===== src/rtl/bus_frame_receiver_router_macros.svh =====
// Assertion macros for the bus frame receiver and router.
// Expects a clock named clk and an active-high reset named rst in scope.
`ifndef BUS_FRAME_RECEIVER_ROUTER_MACROS_SVH
`define BUS_FRAME_RECEIVER_ROUTER_MACROS_SVH

// Same-cycle implication, disabled while reset is held.
`define BFRR_ASSERT_IMPL(label, ante, cons) \
  label: assert property (@(posedge clk) disable iff (rst) (ante) |-> (cons)) \
    else $error("bfrr assertion failed");

// Next-cycle implication, disabled while reset is held.
`define BFRR_ASSERT_NEXT(label, ante, cons) \
  label: assert property (@(posedge clk) disable iff (rst) (ante) |=> (cons)) \
    else $error("bfrr assertion failed");

`endif


===== src/rtl/bfrr_pkg.sv =====
// Types and constants of the bus frame receiver and router.
// No dependencies; imported by bus_frame_receiver_router and its bench.
package bfrr_pkg;

  typedef enum logic [2:0] {
    KIND_DATA     = 3'd0,
    KIND_ANNOUNCE = 3'd1,
    KIND_DISPLAY  = 3'd2,
    KIND_CMD_0A   = 3'd3,
    KIND_CMD_0B   = 3'd4,
    KIND_CMD_0C   = 3'd5
  } kind_t;

  typedef enum logic [2:0] {
    EV_SKIP     = 3'd0,
    EV_TAKEN    = 3'd1,
    EV_END_OK   = 3'd2,
    EV_END_BAD  = 3'd3,
    EV_REJECT   = 3'd4
  } event_t;

  typedef enum logic [1:0] {
    ROUTE_NONE     = 2'd0,
    ROUTE_DATA     = 2'd1,
    ROUTE_DISPLAY  = 2'd2,
    ROUTE_ANNOUNCE = 2'd3
  } route_t;

  typedef enum logic [2:0] {
    CFG_ENABLED   = 3'd0,
    CFG_DATA_MAX  = 3'd1,
    CFG_ANN_MAX   = 3'd2,
    CFG_CMD_MAX   = 3'd3,
    CFG_DISP_MAX  = 3'd4
  } cfg_reg_t;

  localparam logic [7:0] SYNC_DATA     = 8'hFC;
  localparam logic [7:0] SYNC_ANNOUNCE = 8'hFD;
  localparam logic [7:0] SYNC_DISPLAY  = 8'h0F;
  localparam logic [7:0] SYNC_CMD_0A   = 8'h0A;
  localparam logic [7:0] SYNC_CMD_0B   = 8'h0B;
  localparam logic [7:0] SYNC_CMD_0C   = 8'h0C;

  localparam logic [7:0] DISP_HDR_ONE   = 8'h22;
  localparam logic [7:0] DISP_HDR_TWO   = 8'h04;
  localparam logic [7:0] DISP_HDR_THREE = 8'h00;
  localparam logic [7:0] ANN_HDR_ONE    = 8'h05;
  localparam logic [7:0] ANN_HDR_TWO    = 8'hAA;
  localparam logic [7:0] ANN_TOTAL      = 8'd8;

  localparam logic [7:0] FUNC_0B = 8'h0B;
  localparam logic [7:0] FUNC_0C = 8'h0C;
  localparam logic [7:0] FUNC_0D = 8'h0D;
  localparam logic [7:0] FUNC_24 = 8'h24;
  localparam logic [7:0] SUB_01  = 8'h01;
  localparam logic [7:0] SUB_02  = 8'h02;

  // Decoder bits of the route mask.
  localparam logic [6:0] DEC_AQUA      = 7'h01;
  localparam logic [6:0] DEC_AQUA2     = 7'h02;
  localparam logic [6:0] DEC_MODULA    = 7'h04;
  localparam logic [6:0] DEC_ESPRESSO  = 7'h08;
  localparam logic [6:0] DEC_PALLETTI2 = 7'h10;
  localparam logic [6:0] DEC_COMPACT   = 7'h20;
  localparam logic [6:0] DEC_COMFORT   = 7'h40;

  localparam logic [7:0] RESET_DATA_MAX = 8'd64;
  localparam logic [7:0] RESET_ANN_MAX  = 8'd64;
  localparam logic [7:0] RESET_CMD_MAX  = 8'd128;
  localparam logic [7:0] RESET_DISP_MAX = 8'd64;

  typedef struct packed {
    logic  hit;
    kind_t kind;
  } sync_t;

  function automatic sync_t sync_decode(input logic [7:0] b);
    sync_t s;
    s.hit  = 1'b1;
    s.kind = KIND_DATA;
    unique case (b)
      SYNC_DATA:     s.kind = KIND_DATA;
      SYNC_ANNOUNCE: s.kind = KIND_ANNOUNCE;
      SYNC_DISPLAY:  s.kind = KIND_DISPLAY;
      SYNC_CMD_0A:   s.kind = KIND_CMD_0A;
      SYNC_CMD_0B:   s.kind = KIND_CMD_0B;
      SYNC_CMD_0C:   s.kind = KIND_CMD_0C;
      default:       s.hit = 1'b0;
    endcase
    return s;
  endfunction

endpackage


===== src/rtl/bus_frame_receiver_router.sv =====
// Bus frame receiver and router: sync search, length check, checksum and routing.
// A result sits in the output register in the cycle after its byte is accepted.
// Throughput: one byte per cycle; in_stall rises only when the output register
// is full and the downstream side stalls it.
// Reset (rst, synchronous): seeking sync, output empty, limits at their defaults.
// Depends on bfrr_pkg and bus_frame_receiver_router_macros.svh.
`include "bus_frame_receiver_router_macros.svh"

module bus_frame_receiver_router #(
  parameter int MAX_FRAME_BYTES = 131
) (
  input  logic       clk,
  input  logic       rst,
  // configuration write channel
  input  logic       cfg_valid,
  output logic       cfg_ready,
  input  logic [2:0] cfg_index,
  input  logic [7:0] cfg_data,
  // byte input
  input  logic       in_valid,
  output logic       in_stall,
  input  logic [7:0] rx_byte,
  // result output
  output logic       out_valid,
  input  logic       out_stall,
  output logic [2:0] event_res,
  output logic [2:0] frame_kind,
  output logic [7:0] byte_value,
  output logic [7:0] byte_index,
  output logic       is_payload,
  output logic [7:0] frame_total,
  output logic       sum_good,
  output logic [6:0] route_mask,
  output logic [1:0] route_kind,
  output logic [7:0] function_high,
  output logic [7:0] function_low
);
  import bfrr_pkg::*;

  localparam int CNT_W = $clog2(MAX_FRAME_BYTES + 1);
  localparam int CMP_W = CNT_W + 8;
  localparam logic [CNT_W-1:0] LEN_CAP = CNT_W'(MAX_FRAME_BYTES - 3);

  // Configuration registers
  logic [6:0] enabled_devices;
  logic [7:0] data_frame_max_len;
  logic [7:0] announce_max_len;
  logic [7:0] command_max_len;
  logic [7:0] display_max_len;

  // Frame state
  logic             collecting, collecting_next;
  kind_t            kind_reg, kind_reg_next;
  logic [CNT_W-1:0] byte_count, byte_count_next;
  logic [CNT_W-1:0] total_len, total_len_next;
  logic [7:0]       running_sum, running_sum_next;
  logic [7:0]       header_one, header_one_next;
  logic [7:0]       header_two, header_two_next;
  logic [7:0]       header_three, header_three_next;

  // Result values computed for the byte at the input
  event_t     res_event;
  kind_t      res_kind;
  logic [7:0] res_index;
  logic       res_payload;
  logic [7:0] res_total;
  logic       res_ok;
  logic [6:0] res_mask;
  route_t     res_route;
  logic [7:0] res_fhigh;
  logic [7:0] res_flow;

  sync_t            sync_hit;
  logic             accept;
  logic [7:0]       len_hi_cfg;
  logic             len_ok;
  logic [CNT_W-1:0] total_eff;
  logic [7:0]       h_two_eff;
  logic [7:0]       h_three_eff;
  logic [6:0]       mask_raw;
  route_t           route_raw;
  logic             sum_match;

  assign cfg_ready = 1'b1;
  assign in_stall  = out_valid & out_stall;
  assign accept    = in_valid & ~in_stall;
  assign sync_hit  = sync_decode(rx_byte);

  // Frame total and header bytes as seen with the byte at the input included.
  assign total_eff   = (byte_count == CNT_W'(1)) ? CNT_W'(3) + CNT_W'(rx_byte) : total_len;
  assign h_two_eff   = (byte_count == CNT_W'(2)) ? rx_byte : header_two;
  assign h_three_eff = (byte_count == CNT_W'(3)) ? rx_byte : header_three;

  always_ff @(posedge clk) begin
    if (rst) begin
      enabled_devices    <= '0;
      data_frame_max_len <= RESET_DATA_MAX;
      announce_max_len   <= RESET_ANN_MAX;
      command_max_len    <= RESET_CMD_MAX;
      display_max_len    <= RESET_DISP_MAX;
    end else if (cfg_valid && cfg_ready) begin
      unique case (cfg_index)
        CFG_ENABLED:  enabled_devices    <= cfg_data[6:0];
        CFG_DATA_MAX: data_frame_max_len <= cfg_data;
        CFG_ANN_MAX:  announce_max_len   <= cfg_data;
        CFG_CMD_MAX:  command_max_len    <= cfg_data;
        CFG_DISP_MAX: display_max_len    <= cfg_data;
        default: ;
      endcase
    end
  end

  // Length check for the byte at index 1, per frame kind.
  always_comb begin
    unique case (kind_reg)
      KIND_DATA:     len_hi_cfg = data_frame_max_len;
      KIND_ANNOUNCE: len_hi_cfg = announce_max_len;
      KIND_DISPLAY:  len_hi_cfg = display_max_len;
      default:       len_hi_cfg = command_max_len;
    endcase
    len_ok = (rx_byte <= len_hi_cfg) && (CMP_W'(rx_byte) <= CMP_W'(LEN_CAP));
    unique case (kind_reg)
      KIND_DATA:   len_ok = len_ok && (rx_byte >= 8'd2);
      KIND_CMD_0A: len_ok = len_ok && (rx_byte == 8'd1);
      default:     len_ok = len_ok && (rx_byte >= 8'd1);
    endcase
  end

  assign sum_match = (8'(~running_sum + 8'd1) == rx_byte);

  // Route mask and route kind from the header bytes, with the byte at index 3 taken from
  // the input when the frame ends right there.
  always_comb begin
    mask_raw  = '0;
    route_raw = ROUTE_NONE;
    unique case (kind_reg)
      KIND_DATA: begin
        route_raw = ROUTE_DATA;
        if (h_three_eff == SUB_01) begin
          if (h_two_eff == FUNC_0B) mask_raw = DEC_AQUA;
          if (h_two_eff == FUNC_24) mask_raw = DEC_AQUA2;
          if (h_two_eff == FUNC_0C) mask_raw = DEC_MODULA | DEC_ESPRESSO | DEC_PALLETTI2;
          if (h_two_eff == FUNC_0D) mask_raw = DEC_COMPACT;
        end else if (h_three_eff == SUB_02 && h_two_eff == FUNC_0C) begin
          mask_raw = DEC_COMFORT;
        end
      end
      KIND_DISPLAY: begin
        if (header_one == DISP_HDR_ONE && h_two_eff == DISP_HDR_TWO &&
            h_three_eff == DISP_HDR_THREE) begin
          route_raw = ROUTE_DISPLAY;
          mask_raw  = DEC_AQUA | DEC_PALLETTI2;
        end
      end
      KIND_ANNOUNCE: begin
        if (total_eff == CNT_W'(ANN_TOTAL) && header_one == ANN_HDR_ONE &&
            h_two_eff == ANN_HDR_TWO) begin
          route_raw = ROUTE_ANNOUNCE;
          if (h_three_eff == FUNC_0B) mask_raw = DEC_AQUA;
          else if (h_three_eff == FUNC_0C) mask_raw = DEC_COMFORT;
        end
      end
      default: ;
    endcase
  end

  always_comb begin
    collecting_next   = collecting;
    kind_reg_next     = kind_reg;
    byte_count_next   = byte_count;
    total_len_next    = total_len;
    running_sum_next  = running_sum;
    header_one_next   = header_one;
    header_two_next   = header_two;
    header_three_next = header_three;

    res_event   = EV_SKIP;
    res_kind    = KIND_DATA;
    res_index   = '0;
    res_payload = 1'b0;
    res_total   = '0;
    res_ok      = 1'b0;
    res_mask    = '0;
    res_route   = ROUTE_NONE;
    res_fhigh   = '0;
    res_flow    = '0;

    if (!collecting) begin
      if (sync_hit.hit) begin
        collecting_next   = 1'b1;
        kind_reg_next     = sync_hit.kind;
        byte_count_next   = CNT_W'(1);
        total_len_next    = '0;
        running_sum_next  = rx_byte;
        header_one_next   = '0;
        header_two_next   = '0;
        header_three_next = '0;
        res_event         = EV_TAKEN;
        res_kind          = sync_hit.kind;
      end
    end else begin
      res_kind  = kind_reg;
      res_index = 8'(byte_count);
      if (byte_count == CNT_W'(1) && !len_ok) begin
        // A rejected length byte is consumed and not rescanned for sync.
        collecting_next  = 1'b0;
        byte_count_next  = '0;
        total_len_next   = '0;
        running_sum_next = '0;
        res_event        = EV_REJECT;
      end else begin
        if (byte_count == CNT_W'(1)) begin
          total_len_next  = total_eff;
          header_one_next = rx_byte;
        end else if (byte_count == CNT_W'(2)) begin
          header_two_next = rx_byte;
        end else if (byte_count == CNT_W'(3)) begin
          header_three_next = rx_byte;
        end
        res_total = 8'(total_eff);
        if ((CNT_W + 1)'(byte_count) + (CNT_W + 1)'(1) < (CNT_W + 1)'(total_eff)) begin
          running_sum_next = running_sum + rx_byte;
          byte_count_next  = byte_count + CNT_W'(1);
          res_event        = EV_TAKEN;
          res_payload      = (byte_count >= CNT_W'(4)) &&
                             (kind_reg == KIND_DATA || kind_reg == KIND_DISPLAY);
        end else begin
          // Checksum byte: close the frame and route it whatever the sum says.
          collecting_next  = 1'b0;
          byte_count_next  = '0;
          total_len_next   = '0;
          running_sum_next = '0;
          res_event        = sum_match ? EV_END_OK : EV_END_BAD;
          res_ok           = sum_match;
          res_mask         = mask_raw & enabled_devices;
          res_route        = route_raw;
          res_fhigh        = h_two_eff;
          res_flow         = h_three_eff;
        end
      end
    end
  end

  always_ff @(posedge clk) begin
    if (rst) begin
      collecting   <= 1'b0;
      kind_reg     <= KIND_DATA;
      byte_count   <= '0;
      total_len    <= '0;
      running_sum  <= '0;
      header_one   <= '0;
      header_two   <= '0;
      header_three <= '0;
    end else if (accept) begin
      collecting   <= collecting_next;
      kind_reg     <= kind_reg_next;
      byte_count   <= byte_count_next;
      total_len    <= total_len_next;
      running_sum  <= running_sum_next;
      header_one   <= header_one_next;
      header_two   <= header_two_next;
      header_three <= header_three_next;
    end
  end

  // Result register; a waiting result does not block the next byte unless
  // the downstream side stalls it.
  always_ff @(posedge clk) begin
    if (rst) begin
      out_valid <= 1'b0;
    end else if (accept) begin
      out_valid <= 1'b1;
    end else if (!out_stall) begin
      out_valid <= 1'b0;
    end
  end

  always_ff @(posedge clk) begin
    if (accept) begin
      event_res     <= res_event;
      frame_kind    <= res_kind;
      byte_value    <= rx_byte;
      byte_index    <= res_index;
      is_payload    <= res_payload;
      frame_total   <= res_total;
      sum_good      <= res_ok;
      route_mask    <= res_mask;
      route_kind    <= res_route;
      function_high <= res_fhigh;
      function_low  <= res_flow;
    end
  end

  `BFRR_ASSERT_IMPL(a_seek_count_clear, !collecting, byte_count == '0 && total_len == '0)
  `BFRR_ASSERT_IMPL(a_ok_matches_event, out_valid,
                    sum_good == (event_res == EV_END_OK))
  `BFRR_ASSERT_IMPL(a_no_route_midframe,
                    out_valid && (event_res == EV_SKIP || event_res == EV_TAKEN ||
                                  event_res == EV_REJECT),
                    route_mask == '0 && route_kind == ROUTE_NONE)
  `BFRR_ASSERT_NEXT(a_end_returns_seek,
                    accept && collecting && !collecting_next, !collecting)

endmodule


===== config.mk =====
export PLATFORM = sky130hd
export DESIGN_NAME = bus_frame_receiver_router
export DESIGN_NICKNAME = d
export VERILOG_FILES = /design/src/rtl/bfrr_pkg.sv /design/src/rtl/bus_frame_receiver_router.sv
export VERILOG_INCLUDE_DIRS = /design/src /design/src/rtl
export SDC_FILE = /design/constraint.sdc
export NUM_CORES = 1
export LEC_CHECK = 0
export ABC_AREA = 1
export BUFFER_PORTS_ARGS = -buffer_cell sky130_fd_sc_hd__buf_2
export CAP_MARGIN = 20
export CELL_PAD_IN_SITES_DETAIL_PLACEMENT = 2
export CELL_PAD_IN_SITES_GLOBAL_PLACEMENT = 2
export CORE_MARGIN = 2
export CORE_UTILIZATION = 36
export CTS_BUF_LIST = sky130_fd_sc_hd__clkbuf_4
export CTS_CLUSTER_DIAMETER = 30
export DETAILED_ROUTE_END_ITERATION = 10
export GPL_TIMING_DRIVEN = 0
export PLACE_DENSITY = 0.94
export SLEW_MARGIN = 10
export SYNTH_ARGS = -nofsm -noshare
export SYNTH_HDL_FRONTEND = slang
export SYNTH_SLANG_ARGS = --single-unit
export TNS_END_PERCENT = 30

===== constraint.sdc =====
create_clock -name clk -period 4.6 [get_ports clk]
set_clock_uncertainty 0.05 [all_clocks]
set_input_delay 0.46 -clock clk [delete_from_list [all_inputs] [get_ports clk]]
set_output_delay 0.46 -clock clk [all_outputs]
set_load 0.02 [all_outputs]

# After elaboration in Yosys (flattened, before gate mapping)
# Cells that the tools add are included.
[totals] ram_bits=0 latchBits=0 elab_cells=169 reg_bits=149 romBits=0 output_inout_bits=60 n_memories=0 in_bits=24
[op_classes] eq_ne=37 bitwise=7 reduce_logical=32 shifts=0 n_addsub=5 n_mux=57 div=0 multipliers=0 n_lt_le_gt_ge=6
[op_table] op="$mux 8" count=26
[op_table] op="$eq 8x4->1 const B" count=10
[op_table] op="$mux 7" count=8
[op_table] op="$eq 8x1->1 const B" count=3
[op_table] op="$eq 8x2->1 const B" count=3
[op_table] op="$eq 8x8->1 const B" count=3
[op_table] op="$pmux 8 s3" count=1
[op_table] op="$pmux 7 s3" count=1
[op_table] op="$add 8x1->8 const B" count=2
[op_table] op="$eq 8x3->1 const B" count=2
[op_table] op="$eq 8x6->1 const B" count=2
[op_table] op="$pmux 3 s5" count=1
[op_table] op="$eq 3x2->1 const B" count=4
[op_table] op="$mux 3" count=4
[op_table] op="$reduce_and 2->1" count=6
[op_table] op="$logic_and 1x1->1" count=11
[op_table] op="$mux 1" count=10
[op_table] op="$add 8x1->9 const B" count=1
[op_table] op="$lt 9x8->1" count=1
[op_table] op="$add 2x8->8 const A" count=1
[op_table] op="$add 8x8->8" count=1
[op_table] op="$eq 8x8->1" count=1
[op_table] op="$ge 8x1->1 const B" count=1
[op_table] op="$ge 8x2->1 const B" count=1
[op_table] op="other kinds (27)" count=40

# Longest topological paths before layout
# Gate-level depths: netlist of the first run.
[depth] ltp_word=10 depth_mapped=22 ltp_nobuf=20

# Least setup slack after synthesis of the first run
# Ideal clock, no wire load.
[synth_timing] path_type="input port to flip-flop" from="in out_stall" to="reg header_three[4]" n_path_buf=1 t_arrival_ns=3.377 path_slack_ns=1.053 stages=11 required_ns=4.431 setup_ns=0.119 cell_sequence="nand2_1 -> inv_1 -> nor2_2 -> inv_1 -> nor2_1 -> inv_1 -> nand2_2 -> nand3_2 -> buf_2 -> o21ai_0 -> a21oi_1"
[synth_via] elab_chain_cells=4
[synth_rtl] element="start, declared" line_no="bus_frame_receiver_router.sv:25" rtl="input logic out_stall,"
[synth_rtl] element="$and 1x1->1" line_no="bus_frame_receiver_router.sv:85" rtl="assign in_stall = out_valid & out_stall;"
[synth_rtl] element="net in_stall" line_no="bus_frame_receiver_router.sv:21" rtl="output logic in_stall,"
[synth_rtl] element="$not 1->1" line_no="bus_frame_receiver_router.sv:86" rtl="assign accept = in_valid & ~in_stall;"
[synth_rtl] element="$and 1x1->1" line_no="bus_frame_receiver_router.sv:86"
[synth_rtl] element="net accept" line_no="bus_frame_receiver_router.sv:74" rtl="logic accept;"
[synth_rtl] element="$reduce_and 5->1 (no source line)"
[synth_rtl] element="end signal, assigned" line_no="bus_frame_receiver_router.sv:262" rtl="header_three <= header_three_next;"
[synth_rtl] element="end, declared" line_no="bus_frame_receiver_router.sv:59" rtl="logic [7:0] header_three, header_three_next;"
# The timed path passes the listed nets, and every way through them passes these cells.
# A chain may end at the register's enable or synchronous reset.

# Final worst setup path of the first run
[layout_timing] from="reg kind_reg[0]" to="reg total_len[1]"
[layout_via] elab_chain_cells=10
[layout_rtl] element="start, declared" line_no="bus_frame_receiver_router.sv:53" rtl="kind_t kind_reg, kind_reg_next;"
[layout_rtl] element="start signal, assigned" line_no="bus_frame_receiver_router.sv:256" rtl="kind_reg <= kind_reg_next;"
[layout_rtl] element="$eq 3x2->1, or another cell as far along" line_no="bus_frame_receiver_router.sv:115" rtl="unique case (kind_reg)"
[layout_rtl] element="$pmux 8 s3" line_no="bus_frame_receiver_router.sv:115"
[layout_rtl] element="$le 8x8->1" line_no="bus_frame_receiver_router.sv:121" rtl="len_ok = (rx_byte <= len_hi_cfg) && (CMP_W'(rx_byte) <= CMP_W'(LEN_CAP));"
[layout_rtl] element="$logic_and 1x1->1" line_no="bus_frame_receiver_router.sv:121"
[layout_rtl] element="$logic_and 1x1->1 (on tied branches)" line_no="bus_frame_receiver_router.sv:125, bus_frame_receiver_router.sv:123, bus_frame_receiver_router.sv:124"
[layout_rtl] element="$pmux 1 s2 (*)" line_no="bus_frame_receiver_router.sv:122" rtl="unique case (kind_reg)"
[layout_rtl] element="$logic_not 1->1 (*)" line_no="bus_frame_receiver_router.sv:204" rtl="if (byte_count == CNT_W'(1) && !len_ok) begin"
[layout_rtl] element="$logic_and 1x1->1 (*)" line_no="bus_frame_receiver_router.sv:204"
[layout_rtl] element="$ne 4x4->1 (no source line) or $mux 8 (tied branches)"
[layout_rtl] element="$reduce_and 3->1 (no source line) or $mux 8 (tied branches)"
[layout_rtl] element="end signal, assigned" line_no="bus_frame_receiver_router.sv:258" rtl="total_len <= total_len_next;"
[layout_rtl] element="end, declared" line_no="bus_frame_receiver_router.sv:55" rtl="logic [CNT_W-1:0] total_len, total_len_next;"
# Mark *: on every way between the ends. The rest lies on a longest branch, timed or not.

==> results of run 1 <==
-- routing by layer --
metal / vias to the layer above / GRT usage
li1: 3690 / -
met1: 4042 / 0.304
met2: 180 / 0.487
met3: 71 / 0.0392
met4: 0 / 0.119
met5: - / 0
-- path summary, 6_finish.rpt --
| kind | startpoint | end | slack (ps) | cells after the start |
|---|---|---|---|---|
| worst max register to register | kind_reg[0]$_SDFFE_PP0P_ | total_len[1]$_SDFFE_PP0P_ | 980 | 19 |
| worst max-delay path | kind_reg[0]$_SDFFE_PP0P_ | total_len[1]$_SDFFE_PP0P_ | 980 | 19 |
| worst min register to register | header_one[3]$_SDFFE_PP0P_ | header_one[3]$_SDFFE_PP0P_ | 420 | 2 |
| worst min-delay path | rx_byte[6] | byte_value[6]$_DFFE_PP_ | 30 | 1 |
-- power by group through the flow --
stage / sequential [uW] / clock [uW] / combinational (uW)
3_5_place_dp: 1490 / 0 / 557
3_3_place_gp: 1480 / 0 / 513
2_1_floorplan: 1520 / 0 / 325
6_report: 1460 / 830 / 568
5_1_grt: 1460 / 896 / 618
4_1_cts: 1460 / 843 / 568
-- layout by cell type, fill, tap and decap left out, types with 3 or more instances in the layout --
cell type / n
nand2_1: 217
nor2_1: 167
inv_1: 124
dfxtp_1: 92
buf_2: 86
a21oi_1: 75
o21ai_0: 71
nand3_1: 67
edfxtp_1: 57
ha_1: 31
nand2_2: 21
clkbuf_4: 18
xor2_1: 16
clkbuf_1: 15
nand4_1: 12
nor3_1: 10
nand2_4: 8
nor2_4: 7
inv_2: 6
nor2_2: 6
buf_4: 6
inv_6: 6
buf_6: 5
nand3b_1: 4
nor3_2: 3
a221oi_1: 3
a22o_1: 3
xnor2_1: 3
or2_2: 3
o21ai_1: 3
inv_4: 3
o21ai_2: 3
nor3b_1: 3
-- critical path, delay by kind of cell (launching register included) --
| kind | cells | cell delay [ps] |
|---|---|---|
| AND/OR/NAND/NOR | 14 | 1780 |
| flip-flops | 1 | 460 |
| AO/OA/AOI/OAI | 1 | 370 |
| adder cells (fa/ha/maj) | 1 | 330 |
| buffers and inverters | 3 | 580 |
-- per-stage QoR --
| step | cells | setup TNS (ps) | power (uW) |
|---|---|---|---|
| floorplan | 1072 | 0 | 1840 |
| global placement | 1439 | -2110 | 2000 |
| detailed placement | 1441 | 0 | 2040 |
| CTS | 1474 | 0 | 2870 |
| global route | 1475 | 0 | 2980 |
| finish | 1475 | 0 | 2860 |
-- cell type report --
| cell class | count | share of cell area |
|---|---|---|
| Multi-Input combinational cell | 757 | 0.424 |
| Sequential cell | 149 | 0.383 |
| Inverter | 133 | 0.0548 |
| Timing Repair Buffer | 85 | 0.0505 |
| Tap cell | 285 | 0.0385 |
| Buffer | 33 | 0.0206 |
| Clock buffer | 18 | 0.0146 |
| Clock inverter | 14 | 0.0134 |
| Antenna cell | 1 | 0.000270 |
-- logic make-up (layout without fill, tap and decap cells) --
| family | after synthesis | count (layout) | share of synthesized area |
|---|---|---|---|
| adder cells (fa/ha/maj) | 32 | 32 | 0.0498 |
| AND/OR/NAND/NOR | 537 | 537 | 0.300 |
| XOR/XNOR | 19 | 19 | 0.0203 |
| buffers and inverters | 166 | 283 | 0.0855 |
| AO/OA/AOI/OAI | 168 | 168 | 0.110 |
| other | 1 | 2 | 0.000458 |
| flip-flops | 149 | 149 | 0.434 |
==> results.tsv, run 1 <==
stage	metric	value	unit
pwr	pwr dens	308	nW/um^2
clock_network	clock buffer depth	2	
clock_network	Reg clk slew, reported paths	130	ps
timing	WHS	26.4	ps
clock_network	post-cts resize count	0	
clock_network	CTS root buf	clkbuf_4	
final_layout	area occupied by multi-input gates	3940	um^2
final_layout	post-layout instance area	9270	um^2
synth	#FFs+latches synth	149	
synth	average size of a mapped cell	7.63	um^2
setup_path	CP Class	flip-flop to flip-flop	
placement	Post-Place Cell Area	9000	um^2
pwr	Sw Share	0.346	
setup_path	crit-path max FO	10	
clock_network	CTS Buf Count	17	
placement	Port Buffers	82	
pwr	Net Switching	988	uW
grt	grt ovf	0	
route	Initial DRC Count	397	
floorplanning	Core Region	22500	um^2
clock_network	Clock Latency Late Sink	630	ps
grt	pin count of the biggest net entering global routing	29	
synth	Cell Area, Synth	8180	um^2
timing	# setup viols final	0	
timing	Tcrit/Tclk final	0.787	
timing	Tmin final	3620	ps
synth	sequential-to-total area share from yosys stat	0.434	
pwr	Leak Pwr	0.00421	uW
route	Detailed Routing Iterations Pass 1	5	
clock_network	# hold bufs at CTS	1	
synth	Syn. warnings	0	
route	final WL	30.9	mm
setup_path	crit-path cells	nor2_1, nand2_1, inv_1, a221oi_1, ha_1, nand2_1, inv_1, nand2_1, nand2_1, nand2_1, nand2_1, nand2_1, nand3_2, nand2_2, buf_4, nand3_1, nor2_1, nor2_1, nor2_1	
synth	syn nets	1128	
grt	antenna violations before repair	1	
setup_path	slowest CP cell	dfxtp_1	
final_layout	layout overhead on the synthesized area	13.3	%
final_layout	Layout Nets	1232	
route	Metal-1 WL	12.7	mm
route	DRC	0	
pwr	Reg power frac	0.510	
pwr	peak supply drop	0.147	mV
worst_hold_path	worst hold-check path type	input pin to flip-flop	
synth	ranking of synthesized cells by area	dfxtp_1 (23%), edfxtp_1 (21%), nand2_1 (10%), nor2_1 (7.7%), inv_1 (5.7%)	
synth	Cells after Synth	1072	
route	Via Count	7983	
synth	Top FF cell, synth	dfxtp_1	
timing	Worst-Margin Slew	845	ps
route	post-DR wirelength/cell	21.0	um
synth	share of the synthesized area in the top cell type	0.225	
synth	Async S/R FF share, synth	0	
clock_network	Sink Count	149	
timing	unrepaired setup endpoints after global routing	no	
floorplanning	FP Rows	55	
route	Vias per Instance	5.41	
pwr	Int Pwr	1870	uW
clock_network	CTS tree	yes	
final_layout	Reg area	3550	um^2
timing	PnR worst setup slack	980	ps
setup_path	critical path capture point type	flip-flop	
synth	largest area contributor in the netlist	dfxtp_1	
floorplanning	Initial Util	0.364	
setup_path	CP startpoint kind	flip-flop	
placement	Final Wtd Congestion	0.831	
pwr	clock share of power	0.291	
setup_path	CP peak stage delay	460	ps
timing	Max-slew headroom	0.432	
clock_network	H-Tree Depth	4	
floorplanning	die area	24000	um^2
timing	Final Slew Violations	0	
grt	vias in the first global route	8995	
grt	global-route total usage across every layer	0.265	
floorplanning	io pins	84	
placement	Place WS	789	ps
placement	hpwl dp	23.3	mm
final_layout	share of layout cells above drive strength 1	0.167	
pwr	Combinational Power Share	0.199	
synth	number of synthesized flops with an enable pin	57	
timing	hold violation count in the final report	0	
outcome	status	finished, final reports clean	
final_layout	utilization after layout	0.412	
setup_path	cell mode on critical path	nand2_1	
grt	first-pass GRT wire length	48.8	mm
floorplanning	die height	155	um
route	routed wl met3	908	um
synth	Yosys cell types	53	
timing	max frequency	276	MHz
floorplanning	Die Wd	155	um
clock_network	Post-CTS Setup Inserts	0	
final_layout	Filler Cell Count	2643	
route	top layer in use	met4	
setup_path	Worst EP required	5110	ps
route	DR WL met2	16.4	mm
route	DRT antenna net count	0	
job	max_cap viols	0	
setup_path	Data arrival, critical path	4130	ps
synth	most numerous cell in the Yosys netlist	nand2_1	
synth	Post-synth top cells	nand2_1 (217), nor2_1 (167), inv_1 (124)	
No activity file was read; power rests on OpenSTA's default activity.
==> run 2, diff against run 1 <==
--- a/config.mk
+++ b/config.mk
@@ -6,18 +6,18 @@
 export SDC_FILE = /design/constraint.sdc
 export NUM_CORES = 1
 export LEC_CHECK = 0
-export ABC_AREA = 1
+export ABC_AREA = 0
 export BUFFER_PORTS_ARGS = -buffer_cell sky130_fd_sc_hd__buf_2
 export CAP_MARGIN = 20
 export CELL_PAD_IN_SITES_DETAIL_PLACEMENT = 2
 export CELL_PAD_IN_SITES_GLOBAL_PLACEMENT = 2
 export CORE_MARGIN = 2
-export CORE_UTILIZATION = 36
+export CORE_UTILIZATION = 34
 export CTS_BUF_LIST = sky130_fd_sc_hd__clkbuf_4
 export CTS_CLUSTER_DIAMETER = 30
 export DETAILED_ROUTE_END_ITERATION = 10
 export GPL_TIMING_DRIVEN = 0
-export PLACE_DENSITY = 0.94
+export PLACE_DENSITY = 0.89
 export SLEW_MARGIN = 10
 export SYNTH_ARGS = -nofsm -noshare
 export SYNTH_HDL_FRONTEND = slang
==> constraint.sdc (replaced) <==
create_clock -name clk -period 2.9 [get_ports clk]
set_clock_uncertainty 0.05 [all_clocks]
set_input_delay 0.29 -clock clk [delete_from_list [all_inputs] [get_ports clk]]
set_output_delay 0.29 -clock clk [all_outputs]
set_load 0.02 [all_outputs]
==> run 2 against run 1 <==
Effect of this change:
- the flow now finishes with violations (negative hold slack, negative setup slack)
- sequential power is 55% higher
- utilization rose by 4.7 points
- sequential share of layout area is 3.9 points lower
- synthesized area down 4.2%
- count of clock-buffer cells in the layout grew 3
- flip-flop and latch count did not move
- global-route usage grew 3.2 points
- die area up 1.4%
- synthesized cell count decreased by 18%
- critical endpoint is now total_len[3]$_SDFFE_PP0P_
==> results.tsv, run 2 <==
stage	metric	value	unit
outcome	status	complete, but fails checks	
outcome	failing checks	negative hold slack, negative setup slack	
route	Initial DRC Count	650	
synth	Top FF cell, synth	dfxtp_1	
floorplanning	Core Region	22600	um^2
timing	PnR worst setup slack	-689	ps
final_layout	most frequent cells in the layout	nand2_1 (142), buf_2 (85), dfxtp_1 (84)	
clock_network	CTS root buf	clkbuf_4	
route	Vias per Instance	6.24	
clock_network	CTS tree	yes	
synth	number of synthesized flops with an enable pin	57	
clock_network	CTS Buf Count	17	
synth	syn nets	930	
floorplanning	io pins	84	
timing	Final Slew Violations	0	
clock_network	Reg clk slew, reported paths	160	ps
placement	hpwl dp	21.5	mm
pwr	Sw Share	0.335	
pwr	Reg power frac	0.509	
timing	Worst-Margin Slew	977	ps
floorplanning	die height	156	um
timing	WHS	-6.00	ps
timing	Tmin final	3590	ps
timing	unrepaired setup endpoints after global routing	yes	
grt	GR Util met2	0.532	
timing	Tcrit/Tclk final	1.24	
pwr	pwr dens	428	nW/um^2
route	final WL	40.7	mm
final_layout	post-layout instance area	10400	um^2
grt	global-route total usage across every layer	0.297	
clock_network	H-Tree Depth	4	
route	DRC	0	
final_layout	most common cell after layout, fill and taps aside	nand2_1	
route	Via Count	8367	
synth	Post-synth top cells	nand2_1 (145), dfxtp_1 (92), nor2_1 (84)	
final_layout	share of layout cells above drive strength 1	0.290	
synth	Syn. warnings	0	
timing	setup TNS	-35920	ps
floorplanning	Initial Util	0.346	
grt	global route hottest layer	met2	
floorplanning	FP Rows	55	
grt	met1 GRT Util	0.326	
grt	first-pass GRT wire length	54.2	mm
route	DRT antenna net count	0	
setup_path	critical path capture point type	flip-flop	
timing	hold violation count in the final report	1	
placement	Final Wtd Congestion	0.840	
synth	Async S/R FF share, synth	0	
pwr	Net Switching	1490	uW
setup_path	Worst EP required	3430	ps
setup_path	CP startpoint kind	flip-flop	
synth	share of the synthesized area in the top cell type	0.235	
clock_network	Clock Latency Late Sink	670	ps
final_layout	layout overhead on the synthesized area	32.5	%
synth	most numerous cell in the Yosys netlist	nand2_1	
setup_path	crit-path max FO	7	
clock_network	clock buffer depth	2	
timing	# setup viols final	73	
timing	max frequency	279	MHz
synth	average size of a mapped cell	8.97	um^2
pwr	peak supply drop	0.233	mV
grt	grt ovf	0	
worst_hold_path	worst hold-check path type	input pin to flip-flop	
synth	sequential-to-total area share from yosys stat	0.453	
route	Detailed Routing Iterations Pass 1	8	
grt	GR Layer Usage met3	0.0633	
floorplanning	Die Wd	156	um
pwr	Leak Pwr	0.00391	uW
grt	vias in the first global route	8985	
synth	Cell Area, Synth	7840	um^2
grt	pin count of the biggest net entering global routing	67	
route	post-DR wirelength/cell	30.3	um
floorplanning	die area	24300	um^2
job	max_cap viols	0	
pwr	Combinational Power Share	0.182	
synth	Cells after Synth	874	
grt	antenna violations before repair	2	
synth	#FFs+latches synth	149	
setup_path	Data arrival, critical path	4120	ps
synth	largest area contributor in the netlist	dfxtp_1	
synth	ranking of synthesized cells by area	dfxtp_1 (23%), edfxtp_1 (22%), nand2_1 (6.9%), ha_1 (4.9%), a21oi_1 (4.7%)	
setup_path	CP Class	flip-flop to flip-flop	
timing	Max-slew headroom	0.349	
pwr	Int Pwr	2950	uW
final_layout	Layout Nets	1097	
placement	Port Buffers	81	
pwr	clock share of power	0.309	
clock_network	Sink Count	149	
synth	Yosys cell types	74	
placement	Post-Place Cell Area	8730	um^2
[run 2: power groups by stage]
stage	combinational (uW)	clock, uW	sequential (uW)
after floorplan	310	0	2360
final	809	1370	2260
after global placement	554	0	2300
after detailed placement	578	0	2310
after global routing	841	1440	2270
after CTS	667	1280	2260
[run 2: logic make-up (layout without fill, tap and decap cells)]
logic type | after synthesis | after routing | share of synthesized area
other | 1 | 2 | 0.000478
AND/OR/NAND/NOR | 373 | 373 | 0.226
adder cells (fa/ha/maj) | 32 | 32 | 0.0520
multiplexers | 29 | 29 | 0.0385
flip-flops | 149 | 149 | 0.453
AO/OA/AOI/OAI | 193 | 193 | 0.161
XOR/XNOR | 23 | 23 | 0.0257
buffers and inverters | 74 | 254 | 0.0425
[run 2: layer usage]
| metal | part of all wire | wire length [um] |
|---|---|---|
| met3 | 0.057 | 2330 |
| met4 | 0.071 | 2870 |
| met5 | 0.00032 | 13 |
| met1 | 0.37 | 15000 |
| met2 | 0.50 | 20400 |
[run 2: final timing paths]
kind | slack, ps | from | cells past startpoint | end
max | -690 | byte_count[4]$_SDFFE_PP0P_ | 14 | total_len[3]$_SDFFE_PP0P_
min | -6 | rx_byte[1] | 1 | byte_value[1]$_DFFE_PP_
max reg2reg | -690 | byte_count[4]$_SDFFE_PP0P_ | 14 | total_len[3]$_SDFFE_PP0P_
min reg2reg | 420 | display_max_len[2]$_SDFFE_PP0P_ | 2 | display_max_len[2]$_SDFFE_PP0P_
[run 2: final cells by class]
type	instances	area [um^2]
Clock buffer	21	158
Multi-Input combinational cell	651	4650
Antenna cell	1	2.50
Tap cell	285	357
Timing Repair Buffer	153	1090
Inverter	19	96.3
Buffer	50	358
Clock inverter	11	87.6
Fill cell	2378	12300
Sequential cell	149	3580
[run 2: per-stage QoR]
stage	total power [uW]	cells	util	hold slack (ps)	setup slack, ps
floorplan	2670	874	-	339	-132
finish	4440	1340	0.459	-6.00	-689
global route	4540	1340	0.459	-20.9	-776
detailed placement	2890	1240	0.386	404	-1350
global placement	2860	1240	0.386	390	-1230
CTS	4210	1317	0.432	21.9	-392
[run 2: critical path, stage by stage (launching register included)]
cell	delay, ps
dfxtp_2	420
nor4_4	360
buf_6	180
and2_4	180
buf_12	150
mux2i_4	270
ha_1	300
a21oi_2	180
o21a_1	170
o221ai_2	120
nor2_2	200
and3_4	230
buf_8	150
nand4_4	240
o2bb2ai_4	310
[run 2: what timing repair did]
item | in CTS | in global routing
cloned | 1 | 2
buffers inserted | 32 | 20
pin swaps | 35 | 32
gates resized for setup | 95 | 77
hold endpoints to repair | 47 | 0
hold buffers | 17 | 0
setup endpoints to repair | 80 | 87
==> run 3, diff against run 2 <==
--- a/config.mk
+++ b/config.mk
@@ -6,18 +6,16 @@
 export SDC_FILE = /design/constraint.sdc
 export NUM_CORES = 1
 export LEC_CHECK = 0
-export ABC_AREA = 0
+export ABC_AREA = 1
 export BUFFER_PORTS_ARGS = -buffer_cell sky130_fd_sc_hd__buf_2
 export CAP_MARGIN = 20
-export CELL_PAD_IN_SITES_DETAIL_PLACEMENT = 2
-export CELL_PAD_IN_SITES_GLOBAL_PLACEMENT = 2
 export CORE_MARGIN = 2
-export CORE_UTILIZATION = 34
+export CORE_UTILIZATION = 56
 export CTS_BUF_LIST = sky130_fd_sc_hd__clkbuf_4
 export CTS_CLUSTER_DIAMETER = 30
 export DETAILED_ROUTE_END_ITERATION = 10
 export GPL_TIMING_DRIVEN = 0
-export PLACE_DENSITY = 0.89
+export PLACE_DENSITY = 0.9
 export SLEW_MARGIN = 10
 export SYNTH_ARGS = -nofsm -noshare
 export SYNTH_HDL_FRONTEND = slang
==> run 3 against run 2 <==
Effect of this change:
- the flow finishes with violations (negative setup slack)
- utilization is 22 points higher
- clock power is 12% higher
- via count is 3.4% lower
- critical endpoint is now is_payload$_SDFFCE_PP0P_
==> results.tsv, run 3 (same netlist as run 1, synthesis figures left out) <==
stage	metric	value	unit
final_layout	Layout Nets	1267	
floorplanning	FP Rows	44	
worst_hold_path	worst hold-check path type	input pin to flip-flop	
placement	Final Wtd Congestion	0.959	
route	Initial DRC Count	1285	
outcome	status	complete, but fails checks	
setup_path	worst r2r dst	is_payload$_SDFFCE_PP0P_	
route	final WL	22.7	mm
setup_path	CP startpoint kind	input pin	
final_layout	most common cell after layout, fill and taps aside	nand2_1	
floorplanning	Initial Util	0.567	
route	post-DR wirelength/cell	16.1	um
route	DRT antenna net count	0	
final_layout	non-filler cells, final	1409	
floorplanning	Core Region	14400	um^2
floorplanning	die area	15600	um^2
setup_path	critical path capture point type	flip-flop	
setup_path	crit-path cells	buf_2, inv_1, ha_1, xor2_1, nand2_1, nand2_1, ha_4, a21oi_1, nor2_1, nor3_2, nor2_2, nor2_4, nand2_4, nor2_4, buf_6, nand3_2, a21oi_2	
route	Via Count	8086	
timing	Final Slew Violations	0	
clock_network	CTS tree	yes	
grt	first-pass GRT wire length	34.0	mm
setup_path	Data arrival, critical path	3350	ps
final_layout	post-layout instance area	9770	um^2
clock_network	Sink Count	149	
timing	WHS	8.48	ps
clock_network	clock buffer depth	2	
placement	placed instance count	1340	
clock_network	Reg clk slew, reported paths	110	ps
setup_path	crit-path max FO	10	
final_layout	layout overhead on the synthesized area	19.3	%
clock_network	CTS Buf Count	17	
final_layout	most frequent cells in the layout	nand2_1 (210), nor2_1 (164), inv_1 (118)	
pwr	Leak Pwr	0.00446	uW
timing	PnR worst setup slack	-76.8	ps
setup_path	slowest CP cell	ha_1	
route	Vias per Instance	5.74	
clock_network	CTS root buf	clkbuf_4	
placement	Post-Place Cell Area	8880	um^2
timing	Tcrit/Tclk final	1.03	
timing	Worst-Margin Slew	924	ps
timing	hold violation count in the final report	0	
grt	global-route total usage across every layer	0.271	
placement	Port Buffers	82	
floorplanning	io pins	84	
timing	setup TNS	-317	ps
pwr	pwr dens	486	nW/um^2
setup_path	Critical Path Sink	is_payload$_SDFFCE_PP0P_	
setup_path	R2R setup slack	-40	ps
timing	unrepaired setup endpoints after global routing	yes	
route	DRC	0	
timing	Tmin final	2980	ps
grt	grt ovf	0	
job	max_cap viols	0	
grt	vias in the first global route	7137	
grt	antenna violations before repair	1	
timing	# setup viols final	8	
setup_path	FF-to-FF path depth	17	
placement	hpwl dp	15.3	mm
clock_network	H-Tree Depth	4	
floorplanning	die height	125	um
outcome	failing checks	negative setup slack	
setup_path	Worst setup startpoint	rx_byte[1]	
grt	pin count of the biggest net entering global routing	30	
setup_path	CP peak stage delay	450	ps
floorplanning	Die Wd	125	um
placement	Place WS	-479	ps
timing	Max-slew headroom	0.379	
clock_network	Clock Latency Late Sink	580	ps
route	Detailed Routing Iterations Pass 1	9	
pwr	peak supply drop	0.232	mV
timing	max frequency	336	MHz
setup_path	r2r startpoint	byte_count[0]$_SDFFE_PP0P_	
setup_path	Worst EP required	3270	ps
final_layout	share of layout cells above drive strength 1	0.210	
setup_path	CP Class	input pin to flip-flop	
[run 3: changes by cell type in the layout (fill, tap and decap cells not counted), moves of 18 or more]
cell     delta
nand2_2    +25
o21ai_0    +55
nor3_1     -18
nand3_1    +40
buf_4      -19
inv_1     +106
nor2_1     +85
nand2_1    +68
[run 3: worst min-delay path by stage]
stage	startpoint	end	slack [ps]	cells after the start
after detailed placement	announce_max_len[6]$_SDFFE_PP1P_	announce_max_len[6]$_SDFFE_PP1P_	390	2
after global placement	announce_max_len[6]$_SDFFE_PP1P_	announce_max_len[6]$_SDFFE_PP1P_	390	2
after floorplan	rx_byte[0]	byte_value[0]$_DFFE_PP_	340	0
after CTS	in_valid	out_valid$_SDFFE_PP0P_	10	3
final	in_valid	out_valid$_SDFFE_PP0P_	8	3
after global routing	in_valid	out_valid$_SDFFE_PP0P_	20	3
[run 3: area by class of cell]
cell class	count	area, um^2
tap	184	230
antenna	1	2.50
inverter	133	514
multi-input combinational	757	4110
clock buffer	20	150
sequential	149	3580
fill	1095	4660
clock inverter	12	185
buffer	33	214
timing repair buffer	120	779
[run 3: report_power, final]
part           total [uW]  switching [uW]  internal [uW]
Combinational         907             608            299
Clock                1530             742            788
Sequential           2310            47.9           2260
[run 3: repair_timing]
action,4_1_cts,5_1_grt
pin swaps,3,20
cloned,0,1
endpoints found under the hold margin,33,0
setup endpoints to repair,66,64
hold buffers,15,0
resized for setup,19,49
buffers inserted,3,17
[run 3: critical path: cells and delay by family]
kind,cells,cell delay [ps]
AO/OA/AOI/OAI,2,330
XOR/XNOR,1,200
adder cells (fa/ha/maj),2,690
buffers and inverters,3,730
AND/OR/NAND/NOR,9,1090
[run 3: through the flow]
| step | power, uW | utilization |
|---|---|---|
| after CTS | 4660 | 0.655 |
| after detailed placement | 3150 | 0.615 |
| after global placement | 3120 | 0.612 |
| after global routing | 4910 | 0.677 |
| after floorplan | 2920 | - |
| final | 4740 | 0.677 |
[run 3: metal layers]
| metal | wire [um] | global-route usage | share of wire |
|---|---|---|---|
| met3 | 2340 | 0.0653 | 0.10 |
| met4 | 1190 | 0.124 | 0.053 |
| met5 | 0 | 0 | 0 |
| met1 | 8670 | 0.338 | 0.38 |
| met2 | 10500 | 0.446 | 0.46 |
